File: src/rtl/eorl_pkg.sv
`timescale 1ns / 1ps
// ----------------------------------------------------------------------------
// eorl_pkg
// Shared constants, codes and structures of the error-ordered reap list.
// ----------------------------------------------------------------------------
package eorl_pkg;

    // Sizing of the list.
    localparam int DEPTH          = 256;
    localparam int ID_BITS        = 16;
    localparam int ERR_BITS       = 16;
    localparam int CNT_BITS       = $clog2(DEPTH + 1);
    localparam int COUNT_OUT_BITS = 9;
    localparam int SCAN_LEVELS    = $clog2(DEPTH);

    // Request modes.
    typedef enum logic [1:0] {
        MODE_ADD    = 2'd0,
        MODE_REMOVE = 2'd1,
        MODE_UP     = 2'd2,
        MODE_DOWN   = 2'd3
    } mode_t;

    // Result status codes.
    typedef enum logic [1:0] {
        STAT_OK     = 2'd0,
        STAT_FULL   = 2'd1,
        STAT_DUP    = 2'd2,
        STAT_ABSENT = 2'd3
    } status_t;

    // Sequencer states.
    typedef enum logic [1:0] {
        ST_IDLE  = 2'd0,
        ST_MATCH = 2'd1,
        ST_APPLY = 2'd2
    } state_t;

    // Contents of one cell.
    typedef struct packed {
        logic                valid;
        logic [ID_BITS-1:0]  id;
        logic [ERR_BITS-1:0] err;
    } cell_state_t;

    // What a cell sees of a neighbor.
    typedef struct packed {
        logic                valid;
        logic                match;
        logic [ID_BITS-1:0]  id;
        logic [ERR_BITS-1:0] err;
    } nbr_t;

    // Command broadcast from the sequencer to every cell.
    typedef struct packed {
        logic                capture;
        logic                apply;
        logic                do_add;
        mode_t               mode;
        logic [ID_BITS-1:0]  id;
        logic [ERR_BITS-1:0] err;
    } cmd_t;

endpackage

File: src/rtl/eorl_scan.sv
`timescale 1ns / 1ps
// ----------------------------------------------------------------------------
// eorl_scan
// Prefix OR of the cell match flags and the found and moved summaries.
// ----------------------------------------------------------------------------
module eorl_scan (
    input  logic [eorl_pkg::DEPTH-1:0] match_vec,
    input  logic [eorl_pkg::DEPTH-1:0] swap_vec,
    output logic [eorl_pkg::DEPTH-1:0] after_vec,
    output logic                       found,
    output logic                       moved
);

    logic [eorl_pkg::DEPTH-1:0] lvl [eorl_pkg::SCAN_LEVELS+1];

    // Log-depth prefix OR: bit i is set when some slot at or before i matched.
    always_comb
    begin
        lvl[0] = match_vec;
        for (int l = 0; l < eorl_pkg::SCAN_LEVELS; l++)
        begin
            for (int i = 0; i < eorl_pkg::DEPTH; i++)
            begin
                if (i >= (1 << l))
                begin
                    lvl[l+1][i] = lvl[l][i] | lvl[l][i - (1 << l)];
                end
                else
                begin
                    lvl[l+1][i] = lvl[l][i];
                end
            end
        end
    end

    assign after_vec = lvl[eorl_pkg::SCAN_LEVELS];
    assign found     = lvl[eorl_pkg::SCAN_LEVELS][eorl_pkg::DEPTH-1];
    assign moved     = |swap_vec;

endmodule

File: config.mk
export PLATFORM = sky130hd
export DESIGN_NAME = eorl_scan
export DESIGN_NICKNAME = d
export VERILOG_FILES = /design/src/rtl/eorl_pkg.sv /design/src/rtl/eorl_scan.sv
export SDC_FILE = /design/constraint.sdc
export NUM_CORES = 1
export LEC_CHECK = 0
export ABC_CLOCK_PERIOD_IN_PS = 5750
export BUFFER_PORTS_ARGS = -buffer_cell sky130_fd_sc_hd__buf_2
export CAP_MARGIN = 25
export CORE_AREA = 2 2 297 299
export DETAILED_ROUTE_END_ITERATION = 12
export DIE_AREA = 0 0 299 301
export SLEW_MARGIN = 30
export SYNTH_ARGS = -nofsm -noshare
export SYNTH_HDL_FRONTEND = slang
export SYNTH_SLANG_ARGS = --single-unit
File: constraint.sdc
create_clock -name vclk -period 5.75
set_clock_uncertainty 0.1 [all_clocks]
set_input_delay 0.2875 -clock vclk [all_inputs]
set_output_delay 0.2875 -clock vclk [all_outputs]
set_load 0.03 [all_outputs]
==> metrics.md <==
| Metric | Value |
|---|---|
| Status | finished, final reports clean |
| Initial drt markers | 689 |
| Hold Fails Final Rpt | 0 |
| Pwr/cell area | about 36 nW/um^2 |
| Hold_buf cts | 0 |
| ANT nets after route | 0 |
| Fill count | between 10000 and 15000 |
| Number of setup buffers added after CTS | 0 |
| # IOs | slightly below 800 |
| Via count | approximately 11000 |
| Max cap viols | 0 |
| Worst min-delay path category | in -> out |
| Worst Setup SP | match_vec[0] |
| Leakage | ~3.3 nW |
| Core area | between 80000 and 90000 sq um |
| Setup WS post-layout | between 1 and 1.5 ns |
| Post-cts sizing count | 0 |
| Seq cells | 0 |
| Total track usage | 13.4% |
| Crit path to | after_vec[181] |
| Hpwl dp | 59900 um |
| Endpoints failing setup | 0 |
| Wire length per cell | 23.7 um |
| Max VDD drop | ~0.026 mV |
| Post-Syn Instances | just over 800 |
| Initial antenna violation count | 19 |
| Worst-margin pin slew | about 1.1 ns |
| Post-synthesis sequential area ratio | 0% |
| Final period util | slightly below 80% |
| Critical path capture point type | output pin |
| Total power | 0.359 mW |
| Die area | between 80000 and 90000 sq um |
| Syn Nets | roughly 1300 |
| NumNets Final | approximately 2100 |
| Slew Limit Fails | 0 |
| Min Tclk post-route | ~4.4 ns |
| Die Y | 301 um |
| Vias in the first global route | approximately 11000 |
| # port buffers | a little under 800 |
| Synthesis Warnings | 0 |
| # rows | 108 |
| Fmax | about 0.23 GHz |
| DRC | 0 |
| Layout cell share with drive strength beyond 1 | 53.2% |
| Grt ovf | 0 |
| RSZ-0062 raised after global routing | false |
| GPL Wtd Cong | approximately 0.97 |
| Detailed Routing Iterations Pass 1 | 5 |
| Critical Path Start Type | input pin |
| HP Start | match_vec[0] |
| Worst-path fanout max | 11 |
| Die Width | around 300 um |
| Worst EP arrival | ~4 ns |
| Largest net degree at the start of global routing | 18 |
| Syn Std Cell Area | around 4500 sq um |
| Library cells used by synthesis | 37 |
| Reg area | 0 sq um |
| Critical path type | in -> out |
| Layout area overhead | 122% |
| Multi-input combinational cell area | approximately 4400 sq um |
| CP required | 5.36 ns |
| Setup TNS | 0 ns |
| Mean Syn Cell Area | 5.62 sq um |
| Setup WS pre-CTS | ~1.2 ns |
| Slew headroom | between 20 and 30% |
| Drt via density | approximately 3.9 |
| Final wirelength | ~65000 um |
| First-pass GRT wire length | between 80000 and 90000 um |
| Initial core utilization | 5.25% |
| Number of clock buffers in the layout | 0 |
==> cells in the final DEF, fill, tap and decap left out, types with 8 or more instances in the layout <==
| cell type | count |
|---|---|
| nand2_1 | 102 |
| nor3b_1 | 9 |
| and3_1 | 9 |
| nor3_1 | 71 |
| nand3b_1 | 12 |
| nand4_1 | 54 |
| or2_2 | 19 |
| nand2b_1 | 14 |
| nand4b_1 | 9 |
| or4_1 | 50 |
| buf_2 | 770 |
| or3_1 | 48 |
| inv_1 | 38 |
| nand3_1 | 72 |
| nor4_2 | 10 |
| nor4_1 | 139 |
| nor4b_1 | 9 |
| buf_4 | 28 |
| nor2_1 | 98 |
| diode_2 | 8 |
==> worst min path at each step <==
stage              endpoint  slack [ns]  depth (start not counted)
4_1_cts        after_vec[0]        0.76                          2
2_1_floorplan  after_vec[0]        0.61                          1
6_report       after_vec[0]        0.76                          2
3_5_place_dp   after_vec[0]        0.76                          2
5_1_grt        after_vec[0]        0.77                          2
3_3_place_gp   after_vec[0]        0.76                          2
==> cells in the mapped netlist <==
cell      instances  share of area [%]
nor4_4            2               0.94
nor3b_1           9                1.5
nand4_4           1               0.47
nand4b_1          9                1.7
nand4_1          54                7.4
and4_1            1               0.19
nor3_2            2               0.44
nor4_2            2               0.55
nand3b_1         12                2.0
inv_2             2               0.17
inv_4             1               0.14
clkbuf_1          1              0.083
nand3_1          73                8.0
nor2b_1           2               0.28
nor4b_1           9                1.7
and2_1            6               0.83
nor4b_2           1               0.33
or4b_1            3               0.66
nor2_4            2               0.50
or3_1            48                6.6
or4_1            50                8.3
or3b_2            2               0.39
or4b_2            1               0.22
or3b_1            1               0.19
and3_1            9                1.2
or4_4             5                1.2
buf_2             4               0.44
and3_4            1               0.25
or2_2            19                2.6
nand2_1         102                8.4
nor3_1           72                7.9
nand2b_1         14                1.9
nor2_1           98                8.1
nor4_1          147                 20
nor4bb_1          1               0.22
buf_4             3               0.50
inv_1            38                3.1
==> cell type report <==
class / instances / area share [%]
timing repair buffer: 798 / 40.3
inverter: 41 / 1.55
multi-input combinational: 758 / 43.6
antenna: 8 / 0.199
tap: 1155 / 14.3
==> per-layer routing <==
metal / part of all wire [%] / global-route usage [%] / wire length, um
met1: 43 / 17.0 / 28000
met2: 43 / 21.5 / 28300
met3: 8.3 / 3.18 / 5420
met4: 5.5 / 6.06 / 3580
met5: 0.074 / 0 / 48
==> worst max-delay path, stage by stage <==
cell and delay, ns:
buf_2 0.11, or4_4 0.54, nor2_1 0.39, inv_1 0.27, nor4_4 0.67, nand2_1 0.63, nor4_2 0.44, buf_4 0.29
nand3_1 0.15, buf_2 0.24
==> power by group <==
part / total [mW] / internal (mW) / leakage (nW) / switching (mW)
combinational: 0.359 / 0.156 / 3.34 / 0.202
sequential: 0 / 0 / 0 / 0
clock: 0.000000118 / 0.000000118 / 0.0000568 / 0
total: 0.359 / 0.156 / 3.34 / 0.202
==> metrics by stage <==
step	utilization [%]	hold WS (ns)	cells	instance area, sq um
global route	11.6	0.772	2757	10100
detailed placement	11.6	0.758	2752	10000
global placement	11.6	0.760	2752	10000
finish	11.7	0.761	2760	10100
CTS	11.6	0.758	2752	10000
floorplan	-	0.607	807	4540
==> cell families (layout without fill, tap and decap cells) <==
| kind of cell | after synthesis | in the layout | share of synthesized area (%) |
|---|---|---|---|
| buffers and inverters | 49 | 839 | 4.47 |
| other | 0 | 8 | 0 |
| and+or+nand+nor | 758 | 758 | 95.5 |
No activity file was read; power rests on OpenSTA's default activity.
