[src/rtl/eorl_pkg.sv]
`timescale 1ns / 1ps
// ----------------------------------------------------------------------------
// eorl_pkg
// Shared constants, codes and structures of the error-ordered reap list.
// ----------------------------------------------------------------------------
package eorl_pkg;

    // Sizing of the list.
    localparam int DEPTH          = 256;
    localparam int ID_BITS        = 16;
    localparam int ERR_BITS       = 16;
    localparam int CNT_BITS       = $clog2(DEPTH + 1);
    localparam int COUNT_OUT_BITS = 9;
    localparam int SCAN_LEVELS    = $clog2(DEPTH);

    // Request modes.
    typedef enum logic [1:0] {
        MODE_ADD    = 2'd0,
        MODE_REMOVE = 2'd1,
        MODE_UP     = 2'd2,
        MODE_DOWN   = 2'd3
    } mode_t;

    // Result status codes.
    typedef enum logic [1:0] {
        STAT_OK     = 2'd0,
        STAT_FULL   = 2'd1,
        STAT_DUP    = 2'd2,
        STAT_ABSENT = 2'd3
    } status_t;

    // Sequencer states.
    typedef enum logic [1:0] {
        ST_IDLE  = 2'd0,
        ST_MATCH = 2'd1,
        ST_APPLY = 2'd2
    } state_t;

    // Contents of one cell.
    typedef struct packed {
        logic                valid;
        logic [ID_BITS-1:0]  id;
        logic [ERR_BITS-1:0] err;
    } cell_state_t;

    // What a cell sees of a neighbor.
    typedef struct packed {
        logic                valid;
        logic                match;
        logic [ID_BITS-1:0]  id;
        logic [ERR_BITS-1:0] err;
    } nbr_t;

    // Command broadcast from the sequencer to every cell.
    typedef struct packed {
        logic                capture;
        logic                apply;
        logic                do_add;
        mode_t               mode;
        logic [ID_BITS-1:0]  id;
        logic [ERR_BITS-1:0] err;
    } cmd_t;

endpackage

[src/rtl/eorl_cell.sv]
`timescale 1ns / 1ps
// ----------------------------------------------------------------------------
// eorl_cell
// One list slot: holds an id and error count and trades them with neighbors.
// ----------------------------------------------------------------------------
module eorl_cell (
    input  logic                 clk,
    input  logic                 rst_n,
    input  eorl_pkg::cmd_t       cmd,
    input  eorl_pkg::nbr_t       prev,
    input  eorl_pkg::nbr_t       next,
    input  logic                 tail_ok,
    input  logic                 after,
    output eorl_pkg::cell_state_t cur,
    output eorl_pkg::cell_state_t nxt,
    output logic                 match,
    output logic                 swap
);

    logic                          valid_reg;
    logic                          valid_next;
    logic [eorl_pkg::ID_BITS-1:0]  id_reg;
    logic [eorl_pkg::ID_BITS-1:0]  id_next;
    logic [eorl_pkg::ERR_BITS-1:0] err_reg;
    logic [eorl_pkg::ERR_BITS-1:0] err_next;
    logic                          match_reg;
    logic                          match_next;
    logic                          up_swap;
    logic                          down_swap;

    // Swap conditions as seen from the matching cell.
    assign up_swap   = prev.valid && (cmd.err >= prev.err);
    assign down_swap = next.valid && (cmd.err < next.err);

    // Compare against the request id in the match cycle.
    always_comb
    begin
        match_next = match_reg;
        if (cmd.capture)
        begin
            match_next = valid_reg && (id_reg == cmd.id);
        end
    end

    // Slot update in the apply cycle.
    always_comb
    begin
        valid_next = valid_reg;
        id_next    = id_reg;
        err_next   = err_reg;
        if (cmd.apply)
        begin
            case (cmd.mode)
                eorl_pkg::MODE_ADD:
                begin
                    if (cmd.do_add && tail_ok && !valid_reg)
                    begin
                        valid_next = 1'b1;
                        id_next    = cmd.id;
                        err_next   = cmd.err;
                    end
                end
                eorl_pkg::MODE_REMOVE:
                begin
                    // Every slot at or behind the removed one closes up.
                    if (after)
                    begin
                        valid_next = next.valid;
                        id_next    = next.id;
                        err_next   = next.err;
                    end
                end
                eorl_pkg::MODE_UP:
                begin
                    if (match_reg)
                    begin
                        if (up_swap)
                        begin
                            id_next  = prev.id;
                            err_next = prev.err;
                        end
                        else
                        begin
                            err_next = cmd.err;
                        end
                    end
                    else if (next.match && (cmd.err >= err_reg))
                    begin
                        id_next  = cmd.id;
                        err_next = cmd.err;
                    end
                end
                eorl_pkg::MODE_DOWN:
                begin
                    if (match_reg)
                    begin
                        if (down_swap)
                        begin
                            id_next  = next.id;
                            err_next = next.err;
                        end
                        else
                        begin
                            err_next = cmd.err;
                        end
                    end
                    else if (prev.match && (cmd.err < err_reg))
                    begin
                        id_next  = cmd.id;
                        err_next = cmd.err;
                    end
                end
                default:
                begin
                    valid_next = valid_reg;
                end
            endcase
        end
    end

    // Control state.
    always_ff @(posedge clk or negedge rst_n)
    begin
        if (!rst_n)
        begin
            valid_reg <= 1'b0;
            match_reg <= 1'b0;
        end
        else
        begin
            valid_reg <= valid_next;
            match_reg <= match_next;
        end
    end

    // Payload state.
    always_ff @(posedge clk)
    begin
        id_reg  <= id_next;
        err_reg <= err_next;
    end

    assign cur   = '{valid: valid_reg, id: id_reg, err: err_reg};
    assign nxt   = '{valid: valid_next, id: id_next, err: err_next};
    assign match = match_reg;
    assign swap  = match_reg &&
                   (((cmd.mode == eorl_pkg::MODE_UP) && up_swap) ||
                    ((cmd.mode == eorl_pkg::MODE_DOWN) && down_swap));

endmodule

[config.mk]
export PLATFORM = sky130hd
export DESIGN_NAME = eorl_cell
export DESIGN_NICKNAME = d
export VERILOG_FILES = /design/src/rtl/eorl_pkg.sv /design/src/rtl/eorl_cell.sv
export SDC_FILE = /design/constraint.sdc
export NUM_CORES = 1
export LEC_CHECK = 0
export ABC_AREA = 1
export BUFFER_PORTS_ARGS = -buffer_cell sky130_fd_sc_hd__buf_2
export CORE_MARGIN = 3
export CORE_UTILIZATION = 35
export CTS_CLUSTER_SIZE = 28
export DETAILED_ROUTE_END_ITERATION = 6
export PLACE_DENSITY = 0.61
export SETUP_SLACK_MARGIN = 0.3
export SLEW_MARGIN = 10
export SYNTH_ARGS = -nofsm -noshare
export SYNTH_HDL_FRONTEND = slang
export SYNTH_SLANG_ARGS = --single-unit
[constraint.sdc]
create_clock -name clk -period 2.8 [get_ports clk]
set_input_delay 0.28 -clock clk [delete_from_list [all_inputs] [get_ports clk]]
set_output_delay 0.28 -clock clk [all_outputs]
set_load 0.05 [all_outputs]
==> reports/metrics.yaml, run 1 <==
die:
  core_um2: 18100
  io_pins: 177
  die_h_um: 142
  die_area_um2: 20300
  start_util: 0.359
  die_x_um: 142
  fp-row-count: 49
synthesis:
  synth_simple_gate_area_frac: 0.507
  syn-cell-area_um2: 6510
  synth.area.mux_share: 0
  yosysTopAreaCellShare: 0.239
  synthCells: 1248
  yosysTopAreaCell: "nand2_1"
  synth_fa_ha_area_frac: 0.0903
  synth_top_family_by_area: "simple AND/OR/NAND/NOR gates"
  synthTopCellsByArea: "nand2_1, nand3_1, dfxtp_1"
  syn_nets: 1404
  synth_compound_area_frac: 0.139
  ys_warn_count: 0
  ys_seq_area_frac: 0.106
  synth.distinct_cells: 33
  yosys_register_bits: 34
  synthXorXnorAreaFrac: 0.00404
  synth.avg_cell_area_um2: 5.22
power:
  netSwitchingFraction: 0.540
  power.internal_uw: 2140
  p_leak_uw: 0.00467
  p_sw_uw: 2510
  comb_power_share: 0.718
  seq_power_share: 0.151
  power.density_nw_per_um2: 499
  ir_drop_v: 0.000292
  clockPowerShare: 0.131
global_routing:
  first_global_vias: 8384
  antenna_found_initial: 1
  grt_first_pass_wirelength_mm: 44.9
  track_usage: 0.271
  grt_overflow: 0
  grt_max_degree: 66
timing:
  fin_ws_ps: -173
  hold_violations: 0
  max_freq_ghz: 0.336
  fin_crit_sh: 1.06
  fin_skew_ps: 7.56
  max_slew.worst_pin.slew_ps: 823
  min_period_ps: 2970
  setup-violations-final: 32
  slew_viol_final: 0
  rsz0062_at_grt: "true"
  maxSlewHeadroom: 0.451
  hold-worst-slack_ps: 206
min_path:
  min_path_cells: 2
  min-delay-path-class: "primary input to flip-flop"
  min_from: "cmd[36]"
  worstHoldEndpoint: "match"
cells_and_area:
  fill_cells: 1912
  antenna_cells: 0
  finalNonFillerCells: 1652
  final_core_util: 0.515
  area_growth_pct: 43.4
  nNetsFinal: 1578
  drive_above_1_share: 0.301
cts:
  cts_tree: "built"
  cts_made_buffers: 5
  clockRootBuffer: "clkbuf_16"
  clk_pin_slew_ps: 60
  clock_path_buffers: 2
  clk-insertion-delay-late_ps: 300
  htree_levels: 2
  clock-sinks: 34
placement:
  gp_congestion: 0.905
  dp_cells: 1622
  post-dp-hpwl_mm: 19.5
  place_ws_ps: -110
  portBuffers: 176
critical_path:
  critical_path.slowest_cell: "dfxtp_4"
  cp_max_fo: 8
  worstPathCellList: "inv_6 -> ha_4 -> nand4_1 -> nor2_2 -> nand3_2 -> nand3_4 -> buf_6 -> clkbuf_16 -> nand3_2 -> nand3_2 -> nand2_1 -> nand2_1 -> nand4_1 -> nand2_2 -> clkinvlp_4 -> buf_8"
  worstPathArrival_ps: 2690
  rr_startpoint: "err_reg[11]"
  worstReg2RegEnd: "id_reg[3]"
  cpPeakStageDelay_ps: 370
  critPathLaunchType: "flip-flop"
  crit_required_ps: 2520
  crit_top_cell: "nand3_2"
  r2r_slack_ps: 330
  path_class: "flip-flop to primary output"
  r2r_cells: 16
  worstSetupEndpointType: "primary output"
flow_run:
  drv_cap: 0
run_status:
  outcome: "complete, but fails checks"
  failed_checks: "setup timing"
detailed_routing:
  ant_nets: 0
  drc_errors: 0
  routed_via_density: 5.68
  drtPass1Iterations: 6
  drtIter0Drc: 1057
  via_count: 9378
  wirelength_mm: 29.7
  wire_per_inst_um: 18.0
## timing repair
action / CTS / global route
hold buffers: 1 / 0
pin swaps: 17 / 56
endpoints found under the hold margin: 2 / 0
cloned: 1 / 7
endpoints found under the setup margin: 33 / 37
setup buffers: 5 / 8
gates resized for setup: 112 / 96
## through the flow
stage	total power, uW	cell area (um^2)	setup TNS, ps
2_1_floorplan	2630	6720	0
3_3_place_gp	3410	8130	-1240
3_5_place_dp	3430	8130	-1460
4_1_cts	4290	8750	-1650
5_1_grt	4950	9340	-7350
6_report	4660	9340	-3370
## power by group through the flow
| stage | clock (uW) | combinational, uW | sequential, uW |
|---|---|---|---|
| detailed placement | 0 | 2730 | 700 |
| floorplan | 0 | 1650 | 980 |
| CTS | 616 | 2980 | 693 |
| finish | 609 | 3340 | 705 |
| global placement | 0 | 2710 | 700 |
| global route | 632 | 3600 | 716 |
## layout make-up
| class | count | area [um^2] | area share |
|---|---|---|---|
| flip-flops and latches | 34 | 749 | 0.0803 |
| clock inverters | 2 | 10.0 | 0.00107 |
| repair buffers | 257 | 2110 | 0.226 |
| well taps | 229 | 287 | 0.0307 |
| clock buffers | 6 | 129 | 0.0138 |
| inverters | 164 | 751 | 0.0804 |
| multi-input cells | 960 | 5310 | 0.568 |
## worst max-delay path, delay by kind of cell (launching register included)
kind | cells | cell delay, ps
adders and majority gates | 1 | 270
buffers and inverters | 5 | 620
DFF | 1 | 370
and+or+nand+nor | 10 | 1140
## cell families after synthesis
family / after synthesis
compound gates: 171
buf+inv: 254
flops: 34
xor+xnor: 3
simple gates: 739
fa+ha+maj: 47
## metal layers
layer,vias up,part of all wire,global-route usage
met4,2,0.031,0.0755
li1,4473,-,-
met5,-,0.00044,0
met1,4207,0.40,0.373
met3,87,0.11,0.0497
met2,609,0.45,0.436
## cell usage in the layout (no fill, tap or decap), drive strengths merged, types with 3 or more instances in the layout
cell      instances
buf             251
o22ai             7
clkinvlp         30
dfxtp            32
o21ai            68
nand3           214
clkbuf           11
nand4            70
a221oi            3
nor2             18
inv             134
a21oi            85
nand2           418
ha               47
nand3b           16
## worst max-delay path by stage
stage | from | endpoint | slack [ps] | depth (start not counted)
global placement | cmd[15] | nxt[21] | -110 | 16
finish | err_reg[11] | nxt[29] | -170 | 16
CTS | err_reg[5] | nxt[5] | -90 | 18
detailed placement | cmd[15] | nxt[24] | -110 | 16
global route | err_reg[11] | nxt[19] | -280 | 16
floorplan | err_reg[9] | nxt[22] | 300 | 17
## cells in the mapped netlist (all sizes together)
cell and count:
nand3 214, o21bai 2, buf 33, a31oi 1
a221oi 3, o21ai 68, xor2 1, a211oi 1
o32ai 1, xnor2 2, a21o 1, o22ai 7
o21a 2, nand3b 16, clkbuf 57, nand4 70
nor4 1, inv 164, nand2 418, dfrtp 2
dfxtp 32, nor3 2, ha 47, a21oi 85
nor2 18
(Power assumes the default switching activity.)
==> inputs of run 2 (changes only) <==
--- a/config.mk
+++ b/config.mk
@@ -12,6 +12,7 @@
 export CTS_CLUSTER_SIZE = 28
 export DETAILED_ROUTE_END_ITERATION = 6
 export PLACE_DENSITY = 0.61
+export REMOVE_ABC_BUFFERS = 1
 export SETUP_SLACK_MARGIN = 0.3
 export SLEW_MARGIN = 10
 export SYNTH_ARGS = -nofsm -noshare
==> reports/metrics.yaml, run 2 (synthesized netlist as in run 1, its figures left out) <==
critical_path:
  crit_required_ps: 2520  # about the same
  cp_max_fo: 7  # -1
  worstPathCellList: "inv_4 -> ha_4 -> nand4_1 -> nor2_4 -> nand3_2 -> nand3_4 -> nand2_8 -> buf_12 -> nand2_2 -> nand3_2 -> nand2_1 -> nand2_1 -> nand4_1 -> nand2_1 -> inv_2 -> buf_8"
  worstPathArrival_ps: 2620  # -70 ps
  critical_path_buf_inv_count: 4  # -1
  path_class: "flip-flop to primary output"
  critical_path.slowest_cell: "dfxtp_2"
  r2r_slack_ps: 440  # +110 ps
  cpPeakStageDelay_ps: 350  # -20 ps
  critPathLaunchType: "flip-flop"
  crit_top_cell: "nand2_1"
  crit_family: "simple AND/OR/NAND/NOR gates"
  worstSetupEndpointType: "primary output"
power:
  p_sw_uw: 2450  # -2.5%
  comb_power_share: 0.711  # -0.007
  clockPowerShare: 0.139  # +0.008
  seq_power_share: 0.150  # about the same
  p_leak_uw: 0.00475  # +1.8%
  p_total_uw: 4570  # -1.9%
  power.internal_uw: 2120  # -1.1%
  ir_drop_v: 0.000268  # -8.3%
  power.density_nw_per_um2: 504  # +1.1%
  netSwitchingFraction: 0.536  # -0.00358
detailed_routing:
  routed_via_density: 5.58  # -1.7%
  drtIter0Drc: 1138  # +7.7%
  drc_errors: 0  # unchanged
  drtPass1Iterations: 7  # +1
  via_count: 9208  # -1.8%
  wirelength_mm: 29.0  # -2.6%
  wire_per_inst_um: 17.5  # -2.4%
  ant_nets: 0  # unchanged
run_status:
  failed_checks: "setup timing"
  outcome: "complete, but fails checks"
global_routing:
  first_global_vias: 8142  # -2.9%
  grt_first_pass_wirelength_mm: 43.6  # -3.0%
  track_usage: 0.265  # -0.00650
  grt_max_degree: 51  # -23%
  grt_overflow: 0  # unchanged
  antenna_found_initial: 0  # -1
cells_and_area:
  drive_above_1_share: 0.281  # -0.0193
  nNetsFinal: 1576  # -0.13%
  fill_cells: 1911  # -0.052%
  antenna_cells: 0  # unchanged
  final_common_cell: "nand2_1"
  final_core_util: 0.500  # -0.0150
  layout_common_cells: "nand2_1, nand3_1, buf_2, inv_1, a21oi_1"
  area_growth_pct: 39.2
  fin_area_um2: 9060  # -2.9%
timing:
  min_period_ps: 2900  # -69.3 ps
  fin_ws_ps: -103  # +69.3 ps
  max_slew.worst_pin.slew_ps: 635  # -188 ps
  maxSlewHeadroom: 0.577  # +0.125
  slew_viol_final: 0  # unchanged
  fin_setup_tns_ps: -2190  # +1180 ps
  fin_crit_sh: 1.04  # -0.0248
  setup-violations-final: 32  # unchanged
  fin_skew_ps: 4.59  # -2.97 ps
  rsz0062_at_grt: "true"
  max_freq_ghz: 0.344  # +2.4%
  hold_violations: 0  # unchanged
placement:
  place_ws_ps: 6.02  # +116 ps
  portBuffers: 176  # unchanged
  placed_area_um2: 7780  # -4.4%
  post-dp-hpwl_mm: 19.2  # -1.7%
  gp_congestion: 0.888  # -1.9%
die:
  start_util: 0.359  # unchanged
  io_pins: 177  # unchanged
  die_h_um: 142  # unchanged
  die_area_um2: 20300  # unchanged
  core_um2: 18100  # unchanged
  die_x_um: 142  # unchanged
  fp-row-count: 49  # unchanged
flow_run:
  drv_cap: 0  # unchanged
cts:
  clk-insertion-delay-late_ps: 300  # about the same
  clockRootBuffer: "clkbuf_16"
  clk_pin_slew_ps: 60  # about the same
  htree_levels: 2  # unchanged
  cts_tree: "built"
  clock_path_buffers: 2  # unchanged
  cts_made_buffers: 5  # unchanged
  clock-sinks: 34  # unchanged
min_path:
  min-delay-path-class: "primary input to flip-flop"
==> run 2: path summary, 6_finish.rpt <==
kind / from / end / cells after the start
worst max-delay path: err_reg[15] / nxt[22] / 16
worst min-delay path: cmd[36] / match / 2
worst max register to register: err_reg[11] / id_reg[6] / 17
worst min register to register: err_reg[9] / err_reg[9] / 4
max in group asynchronous: rst_n / match / 2
min in group asynchronous: rst_n / valid_reg / 2
==> run 2: power groups by stage <==
stage | sequential (uW) | clock, uW | combinational [uW]
2_1_floorplan | 967 | 0 | 1470
3_3_place_gp | 670 | 0 | 2580
3_5_place_dp | 671 | 0 | 2590
4_1_cts | 675 | 644 | 2990
5_1_grt | 695 | 657 | 3500
6_report | 685 | 635 | 3250
==> run 2: worst reg2reg max path: stages (launching register included) <==
cell and delay (ps):
dfxtp_4 370, inv_6 40, ha_4 240, buf_4 130, nand3_2 70, nand2_2 60
a21oi_4 240, nand3_4 180, nand2_8 180, buf_12 150, nand2_2 50, nand3_2 60
nand2_1 60, nand2_1 60, nand4_1 80, nand2_1 120, inv_2 50, buf_4 120
==> run 2: through the flow <==
stage,hold slack (ps),std cells
final,176,1650
after global routing,190,1650
after CTS,175,1634
after detailed placement,68.6,1612
after global placement,68.3,1612
after floorplan,-15.6,1158
==> run 2: layer usage <==
layer | track usage | vias to the layer above | part of all wire
met5 | 0 | - | 0
met4 | 0.0825 | 0 | 0.022
met3 | 0.0349 | 63 | 0.10
met2 | 0.433 | 579 | 0.47
met1 | 0.362 | 4103 | 0.41
li1 | - | 4463 | -
==> run 2: cell type report <==
cell class | count | area (um^2) | area share
Sequential cell | 34 | 714 | 0.0788
Timing Repair Buffer | 255 | 2040 | 0.226
Clock buffer | 7 | 143 | 0.0157
Multi-Input combinational cell | 960 | 5230 | 0.577
Clock inverter | 1 | 5.00 | 0.000552
Inverter | 164 | 638 | 0.0704
Tap cell | 229 | 287 | 0.0316
==> run 2: timing repair <==
action / CTS / global route
gates resized for setup: 187 / 79
setup buffers: 12 / 13
hold endpoints to repair: 2 / 0
hold buffers: 1 / 0
pin swaps: 23 / 46
endpoints found under the setup margin: 33 / 34
cloned: 1 / 3
==> inputs of run 3 (changes only) <==
--- a/config.mk
+++ b/config.mk
@@ -5,13 +5,12 @@
 export SDC_FILE = /design/constraint.sdc
 export NUM_CORES = 1
 export LEC_CHECK = 0
-export ABC_AREA = 1
 export BUFFER_PORTS_ARGS = -buffer_cell sky130_fd_sc_hd__buf_2
 export CORE_MARGIN = 3
 export CORE_UTILIZATION = 35
 export CTS_CLUSTER_SIZE = 28
 export DETAILED_ROUTE_END_ITERATION = 6
-export PLACE_DENSITY = 0.61
+export PLACE_DENSITY = 0.63
 export REMOVE_ABC_BUFFERS = 1
 export SETUP_SLACK_MARGIN = 0.3
 export SLEW_MARGIN = 10
==> reports/metrics.yaml, run 3 <==
run_status:
  outcome: "complete, but fails checks"
  failed_checks: "DRC, setup timing"
die:
  start_util: 0.361  # +0.00244
  die_area_um2: 17400  # -14%
  core_um2: 15400  # -15%
  io_pins: 177  # unchanged
  die_h_um: 132  # -7.3%
  fp-row-count: 45  # -8.2%
  die_x_um: 132  # -7.3%
global_routing:
  track_usage: 0.238  # -0.0267
  grt_first_pass_wirelength_mm: 34.3  # -21%
  grt_overflow: 0  # unchanged
  first_global_vias: 6603  # -19%
  antenna_found_initial: 1  # +1
  grt_max_degree: 36  # -29%
power:
  ir_drop_v: 0.000246  # -8.1%
  power.density_nw_per_um2: 405  # -20%
  netSwitchingFraction: 0.465  # -0.0708
  p_sw_uw: 1650  # -33%
  clockPowerShare: 0.172  # +0.033
  power.internal_uw: 1900  # -10%
  seq_power_share: 0.182  # +0.032
  comb_power_share: 0.647  # -0.064
  p_leak_uw: 0.00384  # -19%
cells_and_area:
  layout_common_cells: "buf_2, nand2_1, buf_4, buf_6, mux2i_1"
  finalNonFillerCells: 1164  # -29%
  nNetsFinal: 1108  # -30%
  final_common_cell: "buf_2"
  fin_area_um2: 8770  # -3.3%
  drive_above_1_share: 0.481  # +0.199
  area_growth_pct: 57.9
  antenna_cells: 0  # unchanged
timing:
  fin_skew_ps: 3.12  # -1.46 ps
  maxSlewHeadroom: 0.699  # +0.122
  slew_viol_final: 0  # unchanged
  max_freq_ghz: 0.306  # -11%
  rsz0062_at_grt: "true"
  max_slew.worst_pin.slew_ps: 452  # -183 ps
  hold_violations: 0  # unchanged
  min_period_ps: 3270  # +370 ps
  setup-violations-final: 32  # unchanged
  fin_ws_ps: -473  # -370 ps
  fin_crit_sh: 1.17  # +0.132
  hold-worst-slack_ps: 195  # +18.2 ps
critical_path:
  rr_startpoint: "err_reg[15]"
  worstPathArrival_ps: 2990  # +370 ps
  crit_top_cell: "buf_6"
  cp_max_fo: 5  # -2
  crit_required_ps: 2520  # about the same
  cpPeakStageDelay_ps: 330  # -20 ps
  critical_path.slowest_cell: "dfxtp_2"
  worstPathCellList: "inv_2 -> ha_4 -> nand4_1 -> buf_6 -> nor2_4 -> nand4_1 -> a41oi_4 -> buf_6 -> a21o_4 -> buf_8 -> a221oi_4 -> a211oi_2 -> buf_6"
  r2r_cells: 12  # -5
  critPathLaunchType: "flip-flop"
  path_class: "flip-flop to primary output"
  worstReg2RegEnd: "err_reg[7]"
  worstSetupEndpointType: "primary output"
  crit_start: "err_reg[15]"
  r2r_slack_ps: 190  # -250 ps
synthesis:
  yosysTopAreaCellShare: 0.115  # -0.123
  synth_fa_ha_area_frac: 0.106  # +0.0156
  ys.flop_type: "dfxtp_1"
  yosysTopAreaCell: "dfxtp_1"
  syn-cell-area_um2: 5550  # -15%
  synth.distinct_cells: 57  # +73%
  yosys_register_bits: 34  # unchanged
  ys_seq_area_frac: 0.124  # +0.0183
  ys_warn_count: 0  # unchanged
  synth_simple_gate_area_frac: 0.166  # -0.340
  synthTopCellsByArea: "dfxtp_1, ha_1, mux2i_1"
  synth.avg_cell_area_um2: 7.73  # +48%
  synthXorXnorAreaFrac: 0.0252  # +0.0212
  synth_compound_area_frac: 0.325  # +0.185
  synth.area.mux_share: 0.161  # +0.161
  synth_common_cells: "nand2_1, clkbuf_1, inv_1"
  synth_top_family_by_area: "compound AO/OA/AOI/OAI gates"
  synthCells: 718  # -42%
  synth_edf_count: 0  # unchanged
  yosysMostFrequentCell: "nand2_1"
  ys_async_sr_fraction: 0.0588  # unchanged
placement:
  dp_cells: 1130  # -30%
  gp_congestion: 0.854  # -3.9%
  portBuffers: 176  # unchanged
  placed_area_um2: 7250  # -6.7%
  post-dp-hpwl_mm: 15.2  # -21%
detailed_routing:
  wl_met1_mm: 9.05  # -24%
  wirelength_mm: 22.0  # -24%
  ant_nets: 0  # unchanged
  via_count: 6722  # -27%
  drc_errors: 6  # +6
  routed_via_density: 5.77  # +3.5%
  wire_per_inst_um: 18.9  # +7.7%
  wl_met3_mm: 1.76  # -41%
  met2WireLength_mm: 10.8  # -20%
  drtPass1Iterations: 7  # unchanged
  drtIter0Drc: 530  # -53%
  dr.max_layer_used: "met5"
cts:
  cts_made_buffers: 5  # unchanged
  clk-insertion-delay-late_ps: 290  # about the same
  clockRootBuffer: "clkbuf_16"
  cts_tree: "built"
  clk_pin_slew_ps: 60  # about the same
  clock_path_buffers: 2  # unchanged
  htree_levels: 2  # unchanged
  clock-sinks: 34  # unchanged
flow_run:
  drv_cap: 0  # unchanged
min_path:
  min-delay-path-class: "primary input to flip-flop"
  min_path_cells: 2  # unchanged
  worstHoldEndpoint: "match"
  min_from: "cmd[36]"
==> run 3: area by class of cell <==
cell class	count	area [um^2]
Clock inverter	1	5.00
Inverter	52	195
Fill cell	1412	6610
Clock buffer	7	143
Timing Repair Buffer	297	2300
Sequential cell	34	701
Tap cell	211	264
Multi-Input combinational cell	562	5160
==> run 3: power by group through the flow <==
stage	Combinational, uW	Sequential, uW	Clock [uW]
floorplan	985	862	0
global placement	1840	640	0
detailed placement	1850	642	0
CTS	2180	639	619
global route	2440	657	634
finish	2300	644	609
==> run 3: cell families after synthesis <==
group / count (synthesis)
mux: 80
compound gates: 214
simple gates: 205
flops: 34
xor+xnor: 16
buf+inv: 122
fa+ha+maj: 47
==> run 3: worst max path at each step <==
stage,cells after the start,slack (ps),to
2_1_floorplan,7,-2260,nxt[10]
3_3_place_gp,12,-460,nxt[28]
3_5_place_dp,12,-550,nxt[0]
4_1_cts,14,-400,nxt[30]
5_1_grt,14,-570,nxt[23]
6_report,13,-470,nxt[7]
==> run 3: worst max-delay path, delay by kind of cell, from the launching register on <==
family,cells,cell delay (ps)
AO/OA/AOI/OAI,4,870
AND/OR/NAND/NOR,3,460
adder cells (fa/ha/maj),1,260
buffers and inverters,5,750
flip-flops,1,330
==> run 3: stage by stage <==
| step | TNS, ps | utilization | worst slack, ps | power, uW |
|---|---|---|---|---|
| after floorplan | -136700 | - | -2260 | 1850 |
| after global placement | -14300 | 0.472 | -463 | 2480 |
| after detailed placement | -16720 | 0.472 | -549 | 2490 |
| after CTS | -11740 | 0.551 | -403 | 3440 |
| after global routing | -15560 | 0.570 | -567 | 3730 |
| final | -12500 | 0.570 | -473 | 3550 |
==> run 3: what timing repair did <==
item,4_1_cts,5_1_grt
endpoints found under the hold margin,2,0
setup buffers,16,5
resized for setup,181,37
pin swaps,44,51
cloned,3,1
setup endpoints to repair,65,65
hold buffers,1,0
==> run 3: layer usage <==
layer  up-vias  GRT usage
met5         -          0
met4         2     0.0601
met3        34     0.0485
met2       312      0.410
met1      3167      0.304
li1       3207          -
